<file path="src/rtl/core/pcot_pkg.sv">
// Package with widths, codes and shared types for the polygon/circle overlap test.
package pcot_pkg;

   localparam int COORD_BITS = 16;
   localparam int CIRCLE_W   = 16;
   localparam int RADIUS_W   = 15;
   localparam int ABS_W      = COORD_BITS + 1;
   localparam int DIFF_W     = ((ABS_W > CIRCLE_W) ? ABS_W : CIRCLE_W) + 1;
   localparam int CHUNK_W    = DIFF_W;
   localparam int MUL_W      = CHUNK_W + 1;
   localparam int PROD_W     = 2 * MUL_W;
   localparam int WIDE_W     = 2 * CHUNK_W;
   localparam int ACC_W      = 4 * CHUNK_W + 2;
   localparam int R2_W       = 2 * RADIUS_W;
   localparam int REQ_W      = ((4 * COORD_BITS + 7) / 8) * 8;
   localparam int RSP_W      = 8;
   localparam int CSR_IDX_W  = 2;
   localparam int CSR_DATA_W = 16;

   typedef enum logic [CSR_IDX_W-1:0] {
      CSR_CIRCLE_X = 2'd0,
      CSR_CIRCLE_Y = 2'd1,
      CSR_RADIUS   = 2'd2
   } csr_index_type;

   typedef enum logic [1:0] {
      OP_LOAD,
      OP_ADD,
      OP_SUB
   } mac_op_type;

   typedef enum logic [1:0] {
      SH_NONE,
      SH_CHUNK,
      SH_CHUNK1,
      SH_CHUNK2
   } mac_shift_type;

   typedef struct packed {
      logic          en;
      mac_op_type    op;
      mac_shift_type sh;
   } mac_ctrl_type;

   typedef enum logic [4:0] {
      ST_IDLE,
      ST_R2,
      ST_LEN0,
      ST_LEN1,
      ST_DOT0,
      ST_DOT1,
      ST_PICK,
      ST_END0,
      ST_END1,
      ST_ENDCMP,
      ST_CR0,
      ST_CR1,
      ST_ABS,
      ST_SQ0,
      ST_SQ1,
      ST_SQ2,
      ST_RL0,
      ST_RL1,
      ST_RL2,
      ST_RL3,
      ST_CMP,
      ST_EMIT
   } state_type;

endpackage

</file>
<file path="src/rtl/core/pcot_mac.sv">
// Shared signed multiply-accumulate unit with a selectable left shift of the product.
module pcot_mac
   import pcot_pkg::*;
(
   input  logic                    clock,
   input  mac_ctrl_type            ctrl,
   input  logic signed [MUL_W-1:0] op_a,
   input  logic signed [MUL_W-1:0] op_b,
   output logic signed [ACC_W-1:0] acc
);

   logic signed [PROD_W-1:0] prod;
   logic signed [ACC_W-1:0]  prod_ext;
   logic signed [ACC_W-1:0]  shifted;
   logic signed [ACC_W-1:0]  acc_ff;
   logic signed [ACC_W-1:0]  acc_in;

   assign prod     = op_a * op_b;
   assign prod_ext = {{(ACC_W-PROD_W){prod[PROD_W-1]}}, prod};

   always_comb begin
      case (ctrl.sh)
         SH_NONE:   shifted = prod_ext;
         SH_CHUNK:  shifted = prod_ext <<< CHUNK_W;
         SH_CHUNK1: shifted = prod_ext <<< (CHUNK_W + 1);
         SH_CHUNK2: shifted = prod_ext <<< (2 * CHUNK_W);
         default:   shifted = prod_ext;
      endcase
   end

   always_comb begin
      acc_in = acc_ff;
      if (ctrl.en) begin
         case (ctrl.op)
            OP_LOAD: acc_in = shifted;
            OP_ADD:  acc_in = acc_ff + shifted;
            OP_SUB:  acc_in = acc_ff - shifted;
            default: acc_in = acc_ff;
         endcase
      end
   end

   always_ff @(posedge clock) begin
      acc_ff <= acc_in;
   end

   assign acc = acc_ff;

endmodule

</file>
<file path="src/rtl/core/polygon_circle_overlap_test_top.sv">
// Top level of the polygon/circle overlap test: vertex intake, edge sequencer and result register.
//
//   channel  direction  transfer when            carries
//   req      in         req_tvalid & req_tready  one polygon vertex, tlast on the final one
//   rsp      out        rsp_tvalid & rsp_tready  hit flag, one per polygon
//   csr      in         csr_we                   circle centre and radius
//
// Each edge runs on the one shared multiply-accumulate unit, on a shorter state path when the
// nearest point is an endpoint than when it lies inside the segment.
// A vertex is taken in the idle state and, from the second one on, starts one edge test; the
// final vertex adds the closing edge if there are two or more, then the emit state loads the result register.
// Reset is synchronous and clears the sequencer, polygon tracking, circle registers and response valid flag.
// A result held by rsp_tready = 0 stalls only the final vertex of the next polygon.
module polygon_circle_overlap_test_top
   import pcot_pkg::*;
(
   input  logic                  clock,
   input  logic                  reset,
   input  logic                  req_tvalid,
   output logic                  req_tready,
   // vertex_x, vertex_y, shape_x, shape_y
   input  logic [REQ_W-1:0]      req_tdata,
   input  logic                  req_tlast,
   output logic                  rsp_tvalid,
   input  logic                  rsp_tready,
   // hit
   output logic [RSP_W-1:0]      rsp_tdata,
   input  logic                  csr_we,
   input  logic [CSR_IDX_W-1:0]  csr_index,
   input  logic [CSR_DATA_W-1:0] csr_wdata
);

   state_type state_ff, state_in;

   logic signed [CIRCLE_W-1:0] cx_ff, cx_in, cy_ff, cy_in;
   logic [RADIUS_W-1:0]        rad_ff, rad_in;

   logic have_first_ff, have_first_in;
   logic hit_seen_ff, hit_seen_in;
   logic last_ff, last_in;
   logic closing_ff, closing_in;
   logic endpoint_ff, endpoint_in;
   logic use_b_ff, use_b_in;
   logic res_ff, res_in;
   logic rsp_valid_ff, rsp_valid_in;
   logic rsp_hit_ff, rsp_hit_in;

   logic signed [ABS_W-1:0]  first_x_ff, first_x_in, first_y_ff, first_y_in;
   logic signed [ABS_W-1:0]  prev_x_ff, prev_x_in, prev_y_ff, prev_y_in;
   logic signed [ABS_W-1:0]  ea_x_ff, ea_x_in, ea_y_ff, ea_y_in;
   logic signed [ABS_W-1:0]  eb_x_ff, eb_x_in, eb_y_ff, eb_y_in;
   logic signed [DIFF_W-1:0] dx_ff, dx_in, dy_ff, dy_in;
   logic signed [DIFF_W-1:0] fx_ff, fx_in, fy_ff, fy_in;
   logic signed [DIFF_W-1:0] gx_ff, gx_in, gy_ff, gy_in;
   logic [R2_W-1:0]          r2_ff, r2_in;
   logic [WIDE_W-1:0]        len2_ff, len2_in;
   logic [WIDE_W-1:0]        c_ff, c_in;
   logic signed [ACC_W-1:0]  c2_ff, c2_in;

   logic                    req_fire;
   logic signed [ABS_W-1:0] px, py;
   logic signed [ACC_W-1:0] acc;
   logic signed [ACC_W-1:0] acc_neg;
   logic signed [ACC_W-1:0] len2_ext;
   logic signed [ACC_W-1:0] r2_ext;
   logic [WIDE_W-1:0]       r2_wide;
   logic                    near_a, near_b;
   logic                    edge_hit;
   logic                    edge_done;

   mac_ctrl_type            mac_ctrl;
   logic signed [MUL_W-1:0] op_a, op_b;

   pcot_mac u_mac (
      .clock (clock),
      .ctrl  (mac_ctrl),
      .op_a  (op_a),
      .op_b  (op_b),
      .acc   (acc)
   );

   // Absolute vertex: offset plus polygon centre, one bit wider.
   assign px = ABS_W'($signed(req_tdata[COORD_BITS-1:0]))
             + ABS_W'($signed(req_tdata[3*COORD_BITS-1:2*COORD_BITS]));
   assign py = ABS_W'($signed(req_tdata[2*COORD_BITS-1:COORD_BITS]))
             + ABS_W'($signed(req_tdata[4*COORD_BITS-1:3*COORD_BITS]));

   assign req_tready = (state_ff == ST_IDLE);
   assign req_fire   = req_tvalid && req_tready;

   assign acc_neg  = -acc;
   assign len2_ext = ACC_W'($signed({1'b0, len2_ff}));
   assign r2_ext   = ACC_W'($signed({1'b0, r2_ff}));
   assign r2_wide  = WIDE_W'(r2_ff);
   assign near_a   = (len2_ff == '0) || (acc <= 0);
   assign near_b   = (acc >= len2_ext);

   always_comb begin
      state_in      = state_ff;
      cx_in         = cx_ff;
      cy_in         = cy_ff;
      rad_in        = rad_ff;
      have_first_in = have_first_ff;
      hit_seen_in   = hit_seen_ff;
      last_in       = last_ff;
      closing_in    = closing_ff;
      endpoint_in   = endpoint_ff;
      use_b_in      = use_b_ff;
      res_in        = res_ff;
      rsp_valid_in  = rsp_valid_ff && !rsp_tready;
      rsp_hit_in    = rsp_hit_ff;
      first_x_in    = first_x_ff;
      first_y_in    = first_y_ff;
      prev_x_in     = prev_x_ff;
      prev_y_in     = prev_y_ff;
      ea_x_in       = ea_x_ff;
      ea_y_in       = ea_y_ff;
      eb_x_in       = eb_x_ff;
      eb_y_in       = eb_y_ff;
      dx_in         = dx_ff;
      dy_in         = dy_ff;
      fx_in         = fx_ff;
      fy_in         = fy_ff;
      gx_in         = gx_ff;
      gy_in         = gy_ff;
      r2_in         = r2_ff;
      len2_in       = len2_ff;
      c_in          = c_ff;
      c2_in         = c2_ff;
      mac_ctrl      = '{en: 1'b0, op: OP_LOAD, sh: SH_NONE};
      op_a          = '0;
      op_b          = '0;
      edge_hit      = 1'b0;
      edge_done     = 1'b0;

      if (csr_we) begin
         case (csr_index)
            CSR_CIRCLE_X: cx_in  = $signed(csr_wdata[CIRCLE_W-1:0]);
            CSR_CIRCLE_Y: cy_in  = $signed(csr_wdata[CIRCLE_W-1:0]);
            CSR_RADIUS:   rad_in = csr_wdata[RADIUS_W-1:0];
            default: ;
         endcase
      end

      case (state_ff)
         ST_IDLE: begin
            if (req_fire) begin
               prev_x_in  = px;
               prev_y_in  = py;
               last_in    = req_tlast;
               closing_in = 1'b0;
               if (!have_first_ff) begin
                  first_x_in    = px;
                  first_y_in    = py;
                  have_first_in = 1'b1;
                  if (req_tlast) begin
                     res_in   = 1'b0;
                     state_in = ST_EMIT;
                  end
               end else begin
                  ea_x_in    = prev_x_ff;
                  ea_y_in    = prev_y_ff;
                  eb_x_in    = px;
                  eb_y_in    = py;
                  state_in   = ST_R2;
               end
            end
         end
         ST_R2: begin
            dx_in    = DIFF_W'(eb_x_ff) - DIFF_W'(ea_x_ff);
            dy_in    = DIFF_W'(eb_y_ff) - DIFF_W'(ea_y_ff);
            fx_in    = DIFF_W'(cx_ff) - DIFF_W'(ea_x_ff);
            fy_in    = DIFF_W'(cy_ff) - DIFF_W'(ea_y_ff);
            gx_in    = DIFF_W'(cx_ff) - DIFF_W'(eb_x_ff);
            gy_in    = DIFF_W'(cy_ff) - DIFF_W'(eb_y_ff);
            mac_ctrl = '{en: 1'b1, op: OP_LOAD, sh: SH_NONE};
            op_a     = $signed({{(MUL_W-RADIUS_W){1'b0}}, rad_ff});
            op_b     = $signed({{(MUL_W-RADIUS_W){1'b0}}, rad_ff});
            state_in = ST_LEN0;
         end
         ST_LEN0: begin
            r2_in    = acc[R2_W-1:0];
            mac_ctrl = '{en: 1'b1, op: OP_LOAD, sh: SH_NONE};
            op_a     = MUL_W'(dx_ff);
            op_b     = MUL_W'(dx_ff);
            state_in = ST_LEN1;
         end
         ST_LEN1: begin
            mac_ctrl = '{en: 1'b1, op: OP_ADD, sh: SH_NONE};
            op_a     = MUL_W'(dy_ff);
            op_b     = MUL_W'(dy_ff);
            state_in = ST_DOT0;
         end
         ST_DOT0: begin
            len2_in  = acc[WIDE_W-1:0];
            mac_ctrl = '{en: 1'b1, op: OP_LOAD, sh: SH_NONE};
            op_a     = MUL_W'(fx_ff);
            op_b     = MUL_W'(dx_ff);
            state_in = ST_DOT1;
         end
         ST_DOT1: begin
            mac_ctrl = '{en: 1'b1, op: OP_ADD, sh: SH_NONE};
            op_a     = MUL_W'(fy_ff);
            op_b     = MUL_W'(dy_ff);
            state_in = ST_PICK;
         end
         ST_PICK: begin
            // The accumulator holds the projection of the centre onto the edge.
            endpoint_in = near_a || near_b;
            use_b_in    = !near_a && near_b;
            state_in    = (near_a || near_b) ? ST_END0 : ST_CR0;
         end
         ST_END0: begin
            mac_ctrl = '{en: 1'b1, op: OP_LOAD, sh: SH_NONE};
            op_a     = use_b_ff ? MUL_W'(gx_ff) : MUL_W'(fx_ff);
            op_b     = op_a;
            state_in = ST_END1;
         end
         ST_END1: begin
            mac_ctrl = '{en: 1'b1, op: OP_ADD, sh: SH_NONE};
            op_a     = use_b_ff ? MUL_W'(gy_ff) : MUL_W'(fy_ff);
            op_b     = op_a;
            state_in = ST_ENDCMP;
         end
         ST_ENDCMP: begin
            edge_hit  = (acc <= r2_ext);
            edge_done = 1'b1;
         end
         ST_CR0: begin
            mac_ctrl = '{en: 1'b1, op: OP_LOAD, sh: SH_NONE};
            op_a     = MUL_W'(dx_ff);
            op_b     = MUL_W'(fy_ff);
            state_in = ST_CR1;
         end
         ST_CR1: begin
            mac_ctrl = '{en: 1'b1, op: OP_SUB, sh: SH_NONE};
            op_a     = MUL_W'(dy_ff);
            op_b     = MUL_W'(fx_ff);
            state_in = ST_ABS;
         end
         ST_ABS: begin
            c_in     = acc[ACC_W-1] ? acc_neg[WIDE_W-1:0] : acc[WIDE_W-1:0];
            state_in = ST_SQ0;
         end
         // Square of the cross product from two chunks: lo*lo + 2*hi*lo + hi*hi.
         ST_SQ0: begin
            mac_ctrl = '{en: 1'b1, op: OP_LOAD, sh: SH_NONE};
            op_a     = $signed({1'b0, c_ff[CHUNK_W-1:0]});
            op_b     = $signed({1'b0, c_ff[CHUNK_W-1:0]});
            state_in = ST_SQ1;
         end
         ST_SQ1: begin
            mac_ctrl = '{en: 1'b1, op: OP_ADD, sh: SH_CHUNK1};
            op_a     = $signed({1'b0, c_ff[WIDE_W-1:CHUNK_W]});
            op_b     = $signed({1'b0, c_ff[CHUNK_W-1:0]});
            state_in = ST_SQ2;
         end
         ST_SQ2: begin
            mac_ctrl = '{en: 1'b1, op: OP_ADD, sh: SH_CHUNK2};
            op_a     = $signed({1'b0, c_ff[WIDE_W-1:CHUNK_W]});
            op_b     = $signed({1'b0, c_ff[WIDE_W-1:CHUNK_W]});
            state_in = ST_RL0;
         end
         // Squared radius times squared edge length, four partial products.
         ST_RL0: begin
            c2_in    = acc;
            mac_ctrl = '{en: 1'b1, op: OP_LOAD, sh: SH_NONE};
            op_a     = $signed({1'b0, r2_wide[CHUNK_W-1:0]});
            op_b     = $signed({1'b0, len2_ff[CHUNK_W-1:0]});
            state_in = ST_RL1;
         end
         ST_RL1: begin
            mac_ctrl = '{en: 1'b1, op: OP_ADD, sh: SH_CHUNK};
            op_a     = $signed({1'b0, r2_wide[CHUNK_W-1:0]});
            op_b     = $signed({1'b0, len2_ff[WIDE_W-1:CHUNK_W]});
            state_in = ST_RL2;
         end
         ST_RL2: begin
            mac_ctrl = '{en: 1'b1, op: OP_ADD, sh: SH_CHUNK};
            op_a     = $signed({1'b0, r2_wide[WIDE_W-1:CHUNK_W]});
            op_b     = $signed({1'b0, len2_ff[CHUNK_W-1:0]});
            state_in = ST_RL3;
         end
         ST_RL3: begin
            mac_ctrl = '{en: 1'b1, op: OP_ADD, sh: SH_CHUNK2};
            op_a     = $signed({1'b0, r2_wide[WIDE_W-1:CHUNK_W]});
            op_b     = $signed({1'b0, len2_ff[WIDE_W-1:CHUNK_W]});
            state_in = ST_CMP;
         end
         ST_CMP: begin
            edge_hit  = (c2_ff <= acc);
            edge_done = 1'b1;
         end
         ST_EMIT: begin
            if (!rsp_valid_ff || rsp_tready) begin
               rsp_valid_in  = 1'b1;
               rsp_hit_in    = res_ff;
               hit_seen_in   = 1'b0;
               have_first_in = 1'b0;
               state_in      = ST_IDLE;
            end
         end
         default: state_in = ST_IDLE;
      endcase

      if (edge_done) begin
         if (closing_ff) begin
            res_in   = hit_seen_ff || edge_hit;
            state_in = ST_EMIT;
         end else if (last_ff) begin
            // Closing edge runs from the final vertex back to the first one.
            hit_seen_in = hit_seen_ff || edge_hit;
            ea_x_in     = prev_x_ff;
            ea_y_in     = prev_y_ff;
            eb_x_in     = first_x_ff;
            eb_y_in     = first_y_ff;
            closing_in  = 1'b1;
            state_in    = ST_R2;
         end else begin
            hit_seen_in = hit_seen_ff || edge_hit;
            state_in    = ST_IDLE;
         end
      end
   end

   always_ff @(posedge clock) begin
      if (reset) begin
         state_ff      <= ST_IDLE;
         cx_ff         <= '0;
         cy_ff         <= '0;
         rad_ff        <= '0;
         have_first_ff <= 1'b0;
         hit_seen_ff   <= 1'b0;
         last_ff       <= 1'b0;
         closing_ff    <= 1'b0;
         rsp_valid_ff  <= 1'b0;
      end else begin
         state_ff      <= state_in;
         cx_ff         <= cx_in;
         cy_ff         <= cy_in;
         rad_ff        <= rad_in;
         have_first_ff <= have_first_in;
         hit_seen_ff   <= hit_seen_in;
         last_ff       <= last_in;
         closing_ff    <= closing_in;
         rsp_valid_ff  <= rsp_valid_in;
      end
   end

   always_ff @(posedge clock) begin
      endpoint_ff <= endpoint_in;
      use_b_ff    <= use_b_in;
      res_ff      <= res_in;
      rsp_hit_ff  <= rsp_hit_in;
      first_x_ff  <= first_x_in;
      first_y_ff  <= first_y_in;
      prev_x_ff   <= prev_x_in;
      prev_y_ff   <= prev_y_in;
      ea_x_ff     <= ea_x_in;
      ea_y_ff     <= ea_y_in;
      eb_x_ff     <= eb_x_in;
      eb_y_ff     <= eb_y_in;
      dx_ff       <= dx_in;
      dy_ff       <= dy_in;
      fx_ff       <= fx_in;
      fy_ff       <= fy_in;
      gx_ff       <= gx_in;
      gy_ff       <= gy_in;
      r2_ff       <= r2_in;
      len2_ff     <= len2_in;
      c_ff        <= c_in;
      c2_ff       <= c2_in;
   end

   assign rsp_tvalid = rsp_valid_ff;
   assign rsp_tdata  = {{(RSP_W-1){1'b0}}, rsp_hit_ff};

   // A new result appears only out of the emit state.
   a_rsp_from_emit: assert property (@(posedge clock) disable iff (reset)
      (state_ff != ST_EMIT && !rsp_valid_ff) |=> !rsp_valid_ff)
      else $error("result raised outside the emit state");

   // The closing edge is only ever tested for the final vertex.
   a_closing_last: assert property (@(posedge clock) disable iff (reset)
      closing_ff |-> last_ff)
      else $error("closing edge without a final vertex");

   // The interior path is taken only when the projection check chose it.
   a_interior_path: assert property (@(posedge clock) disable iff (reset)
      (state_ff == ST_CR0) |-> !endpoint_ff)
      else $error("cross product started for an endpoint case");

   // A vertex that is not the final one never produces a result directly.
   a_no_early_emit: assert property (@(posedge clock) disable iff (reset)
      (req_fire && !req_tlast) |=> (state_ff != ST_EMIT))
      else $error("result scheduled for a non-final vertex");

endmodule
</file>
<file path="config.mk">
export PLATFORM = sky130hd
export DESIGN_NAME = polygon_circle_overlap_test_top
export DESIGN_NICKNAME = d
export VERILOG_FILES = /design/src/rtl/core/pcot_pkg.sv /design/src/rtl/core/pcot_mac.sv /design/src/rtl/core/polygon_circle_overlap_test_top.sv
export SDC_FILE = /design/constraint.sdc
export NUM_CORES = 2
export LEC_CHECK = 0
export ABC_AREA = 1
export BUFFER_PORTS_ARGS = -buffer_cell sky130_fd_sc_hd__clkbuf_2
export CORE_UTILIZATION = 30
export CTS_BUF_LIST = sky130_fd_sc_hd__clkbuf_8
export DETAILED_ROUTE_END_ITERATION = 8
export GPL_TIMING_DRIVEN = 0
export PLACE_DENSITY = 0.49
export SYNTH_ARGS = -nofsm -noshare
export SYNTH_HDL_FRONTEND = slang
export SYNTH_HIERARCHICAL = 1
export SYNTH_SLANG_ARGS = --single-unit
</file>
<file path="constraint.sdc">
create_clock -name clock -period 23.3 [get_ports clock]
set_input_delay 4.66 -clock clock [delete_from_list [all_inputs] [get_ports clock]]
set_output_delay 4.66 -clock clock [all_outputs]
set_load 0.005 [all_outputs]
</file>
* Word level (Yosys, flattened, before mapping)
Index checks and enable logic that the tools add are counted.
** Storage, ports and cells
- Register bits after elaboration :: 554
- Output and inout port bits :: 10
- Logic and storage cells :: 186
** Cells by class
- Add/sub/neg operators :: 11
- Multipliers :: 1
- $lt $le $gt $ge :: 4
- Equal/unequal tests :: 34
- Mux-type cells :: 63
- Bitwise gates (word level) :: 1
- Reductions and logical operators :: 41
** Operators with widths (count)
- 19-bit one-hot mux with 11 select lines :: 2
- 17-bit 2-to-1 mux :: 24
- 74-bit one-hot mux with 4 select lines :: 1
- 74-bit one-hot mux with 3 select lines :: 1
- 5-bit one-hot mux with 21 select lines :: 1
- 74-bit adder :: 1
- 74-bit by 37-bit >= comparator with 1-bit output :: 1
- 74-bit by 1-bit less-or-equal comparator with 1-bit output (second input constant) :: 1
- 74-bit by 31-bit less-or-equal comparator with 1-bit output :: 1
- 74-bit less-or-equal comparator :: 1
- 74-bit subtractor :: 1
- 16-bit by 17-bit subtractor with 18-bit output :: 4
- 5-bit by 4-bit == test with 1-bit output (second input constant) :: 8
- 19-bit by 19-bit multiplier with 38-bit output :: 1
- 19-bit 2-to-1 mux :: 2
- 36-bit logical NOT :: 1
- 36-bit 2-to-1 mux :: 1
- 36-bit negator :: 1
- 17-bit by 17-bit subtractor with 18-bit output :: 2
- 16-bit by 16-bit adder with 17-bit output :: 2
- 5-bit == test (second input constant) :: 6
- 5-bit 2-to-1 mux :: 6
- 5-bit one-hot mux with 6 select lines :: 1
- 2-bit OR reduction :: 13
- 26 further kinds :: 72

* Logic depth before layout (Yosys ltp)
- Word-level depth :: 7
- Depth in mapped cells :: 66

* By module
The synthesis kept the hierarchy.
** Modules (own cells, without submodules)
- polygon_circle_overlap_test_top :: instances 1, cells an instance 3211, area an instance 28731.3 um2, seq. area each 13152.6 um2
- pcot_mac :: instances 1, cells an instance 4119, area an instance 27299.9 um2, seq. area each 2222.1 um2

* Worst setup path after synthesis
Ideal clock, no wire load.
- Path type :: reg2reg
- From :: reg state_ff[0]
- To :: reg u_mac.acc_ff[66], in the netlist u_mac/acc[66] (data pin)
- Arrival time :: 13475 ps
- Required time :: 23033 ps
- Path slack :: 9559 ps
- Cell stages (with the launch flop) :: 56
- Buffers on the path :: 4
- Cells stage by stage :: dfxtp_1 > inv_2 > nor2_1 > inv_1 > nor2_2 > inv_2 > nor2_2 > inv_1 > buf_2 > o22ai_1 > a2111oi_0 > o2111ai_1 > clkbuf_1 > buf_1 > nand2_1 > inv_1 > fa_1 > inv_1 > [20 not listed] > nand2_1 > nor2_2 > nor2_1 > xnor2_1 > ha_1 > a21oi_1 > inv_1 > a31oi_1 > o21ai_0 > a21oi_1 > nand3_1 > nand3_1 > o211ai_1 > a21oi_1 > o21ai_0 > or2_2 > nand3_1 > o21ai_0
** Between the ends
- Cells in the longest elaborated chain, start to end :: 7
- Elaborated cells on any way between the ends :: 45
- Classes of those cells :: add/sub: 2; mul: 1; eq/ne: 21; mux: 5; reduce/logical: 16
** RTL lines
- start: declaration :: RTL line polygon_circle_overlap_test_top.sv:33 : state_type state_ff, state_in;
- start signal: assignment :: RTL line polygon_circle_overlap_test_top.sv:338 : state_ff <= state_in;
- 5-bit == test, or another cell as far along :: RTL line polygon_circle_overlap_test_top.sv:145 : case (state_ff)
- 2-bit OR reduction (no source line)
- 19-bit one-hot mux with 11 select lines (*) :: RTL line polygon_circle_overlap_test_top.sv:145
- via op_b[3] :: RTL line polygon_circle_overlap_test_top.sv:72 : logic signed [MUL_W-1:0] op_a, op_b;
- 19-bit by 19-bit multiplier with 38-bit output (*) :: RTL line pcot_mac.sv:18 : assign prod = op_a * op_b;
- 74-bit one-hot mux with 4 select lines (*) :: RTL line pcot_mac.sv:22 : case (ctrl.sh)
- 74-bit subtractor / 74-bit adder (equally long branches) :: RTL line pcot_mac.sv:37, pcot_mac.sv:36
- 74-bit one-hot mux with 3 select lines (*) :: RTL line pcot_mac.sv:34 : case (ctrl.op)
- end signal: assignment :: RTL line pcot_mac.sv:44 : acc_ff <= acc_in;
- end: declaration :: RTL line pcot_mac.sv:15 : logic signed [ACC_W-1:0] acc_ff;
Mark *: on every way through the listed nets, which the timed path passes. The rest lies on a longest branch. The select of a mux whose other input is x is not followed.
A chain may end at the register's enable or synchronous reset.

* Worst setup path after layout
- From :: reg state_ff[2]
- To :: reg u_mac.acc_ff[64], in the netlist u_mac/acc[64] (data pin)
** Between the ends
- Cells in the longest elaborated chain, start to end :: 7
- Elaborated cells on any way between the ends :: 45
- Classes of those cells :: add/sub: 2; mul: 1; eq/ne: 21; mux: 5; reduce/logical: 16
** RTL lines (RTL line)
- 5-bit == test, or another cell as far along :: polygon_circle_overlap_test_top.sv:145
- 2-bit OR reduction (no source line)
- 19-bit one-hot mux with 11 select lines (*) :: polygon_circle_overlap_test_top.sv:145
- via op_a[18] :: polygon_circle_overlap_test_top.sv:72
- 19-bit by 19-bit multiplier with 38-bit output (*) :: pcot_mac.sv:18
- 74-bit one-hot mux with 4 select lines (*) :: pcot_mac.sv:22
- 74-bit subtractor / 74-bit adder (equally long branches) :: pcot_mac.sv:37, pcot_mac.sv:36
- 74-bit one-hot mux with 3 select lines (*) :: pcot_mac.sv:34
Marks and branches as above.

==> impl_results.md <==
- Detailed placement HPWL: roughly 190000 um
- Pre-CTS setup slack: 7.985 ns
- Most frequent cell after synthesis: nand2_1
- DR vias: 51679
- Area delta synth->final: 10.46%
- Setup ws final: 7.367 ns
- Yosys warnings: 6
- Detailed Route WL: between 200000 and 250000 um
- Crit path kind: register to register
- Slew HR: 2.167%
- All-Layer GR Usage: 24.68%
- DR pass1 iterations: 6
- Fin nets: around 8500
- Routability cong.: 1.022
- Die Wd: 434.2 um
- TritonCTS Sinks: between 500 and 600
- Post-synth ARST share: 0%
- First-pass GRT wire length: 340900 um
- Initial antenna violation count: 12
- Max Cap Viol: 0
- Worst Max-Slew Pin Slew: ~1.5 ns
- # rows: between 150 and 200
- Post-synth EDFFs: 428
- Commonest cells in the netlist: 1651 x nand2_1, 1452 x inv_1, 586 x nor2_1
- Worst Path Required: 23.82 ns
- CTS Buffer Depth: 3
- Synthesized area: approximately 56000 um2
- Final ANT Viol Nets: 0
- Seq/Total Area, Yosys: 27.44%
- Grt ovf: 0
- Post-CTS setup buffers: 0
- CTS buffer count: 101
- CP startpoint: state_ff[2]$_SDFFE_PP0P_
- Largest area contributor in the netlist: edfxtp_1
- Core Footprint: approximately 190000 um2
- Minimum clock period: 15.93 ns
- Hold-fix buffers, CTS: 0
- HP Class: register to register
- Slowest cell on the critical path: fa_1
- Worst hold path startpoint: res_ff$_DFF_P_
- Final hold vios: 0
- RSZ-0062 raised after global routing: false
- DRC errors left: 0
- DR iter-0 viols: 5553
- Die Y: ~430 um
- Skew final: 0.07184 ns
- Setup crit start kind: register
- H-tree depth: 3
- PortBufs: between 80 and 90
- Synth cell types: 61
- Die ar.: 188500 um2
- Cell chosen for the clock root: clkbuf_8
- Final std cells w/o fill: 10106
- Average size of a mapped cell: 7.644 um2
- Largest cells by area after synthesis: edfxtp_1 23%, fa_1 14%, nand2_1 11%
- CTS tree: yes
- Initial core utilization: 30.22%
- Filler cells: 20174
- RR Startpoint: state_ff[2]$_SDFFE_PP0P_
- Placed insts: 9917
- Largest net degree at the start of global routing: 46
- Share of layout cells above drive strength 1: around 5.9%
- Flops & latches, synth: 554
- Cts repair resizes: 0
- Crit path max fanout: 10
- Final Hold Slack: 0.4441 ns
- Crit share post-route: 68.38%
- CP Capture Type: register
- # IOs: roughly 100
- Slew Limit Fails: 0
- Fmax: 62.76 MHz
- WP data arrival: 16.46 ns
- Worst-skew pair later-pin latency: approximately 0.86 ns
- WL per Instance: between 20 and 25 um
- Vias in the first global route: 50201
- CTS clk-pin slew, worst paths: 0.07 ns
- Most used cell, CP: nand2_1
- Synth top area share: a little under a quarter
- Setup TNS Final: 0 ns
- Vias per cell: 5.114
- Mapped Cells: 7330
- Synth Flop Type: edfxtp_1
- Outcome: finished, final reports clean
- Slowest stage delay, CP: 0.98 ns
- Final setup fails: 0
metal layers:
| metal | vias to the layer above | global-route usage, % | wire length, um |
|---|---|---|---|
| li1 | 24063 | - | - |
| met1 | 25413 | 37.00 | 112100 |
| met2 | 1956 | 37.43 | 99900 |
| met3 | 245 | 3.069 | 17280 |
| met4 | 2 | 5.368 | 4746 |
| met5 | - | 0 | 10 |
worst max-delay path, delay by kind of cell, from the launching register on:
| family | cells | cell delay [ns] |
|---|---|---|
| compound gates | 6 | 2.28 |
| xor+xnor | 2 | 0.65 |
| fa+ha+maj | 9 | 4.67 |
| buf+inv | 11 | 2.86 |
| flops | 1 | 0.45 |
| simple gates | 26 | 4.63 |
placed cells by master (no fill, tap or decap), types with 19 or more instances in the layout:
cell | synthesis | final
a211oi_1 | 22 | 22
a21oi_1 | 408 | 408
a221oi_1 | 48 | 48
a31oi_1 | 40 | 40
buf_1 | 19 | 19
buf_2 | 23 | 23
clkbuf_1 | 122 | 122
clkbuf_2 | 0 | 88
clkbuf_8 | 0 | 106
clkinv_1 | 5 | 22
dfxtp_1 | 126 | 126
edfxtp_1 | 428 | 428
fa_1 | 378 | 378
ha_1 | 464 | 464
inv_1 | 1452 | 1486
inv_2 | 28 | 29
nand2_1 | 1651 | 1651
nand2_2 | 31 | 31
nand3_1 | 315 | 315
nand4_1 | 115 | 115
nor2_1 | 586 | 581
nor2_2 | 31 | 30
nor3_1 | 62 | 62
o21ai_0 | 311 | 311
o21ai_1 | 19 | 19
o21bai_1 | 27 | 27
o22ai_1 | 93 | 93
or2_2 | 36 | 36
xnor2_1 | 53 | 53
xor2_1 | 189 | 189
logic make-up after synthesis:
family / share of synthesized area, %
AO/OA/AOI/OAI: 11.53
multiplexers: 0.05583
adder cells (fa/ha/maj): 23.87
flip-flops: 27.44
XOR/XNOR: 3.783
AND/OR/NAND/NOR: 21.91
other: 0.006693
buffers and inverters: 11.41
per-stage QoR:
step / util (%) / instance area, um2
final: 33.38 / 61890
after detailed placement: 32.32 / 59930
after floorplan: - / 56050
after global routing: 33.38 / 61890
after global placement: 32.14 / 59600
after CTS: 33.37 / 61880
layout make-up:
type / count / area, um2 / share of cell area (%)
multi-input combinational: 5112 / 34330 / 55.47
clock inverter: 77 / 490.5 / 0.7924
clock buffer: 106 / 1459 / 2.357
antenna: 6 / 15.01 / 0.02426
buffer: 185 / 817.0 / 1.320
sequential: 554 / 15370 / 24.84
timing repair buffer: 101 / 730.7 / 1.181
tap: 2480 / 3103 / 5.013
inverter: 1485 / 5574 / 9.006
worst paths after layout:
kind                                           endpoint  slack [ns]  cells after the start
worst min-delay path               rsp_hit_ff$_DFFE_PP_        0.44                      0
worst max register to register  u_mac/acc[64]$_DFFE_PP_        7.37                     54
worst max-delay path            u_mac/acc[64]$_DFFE_PP_        7.37                     54
worst min register to register     rsp_hit_ff$_DFFE_PP_        0.44                      0
state kept, by name, summed over array words and instances (netlist names), 30 cells and up:
name / flops
c_ff: 36
u_mac/acc: 74
r2_ff: 30
c2_ff: 74
len2_ff: 36
Power is left out: the tool's default activity adds up to more than one toggle a clock period on the data nets, which glitch-free logic cannot reach.
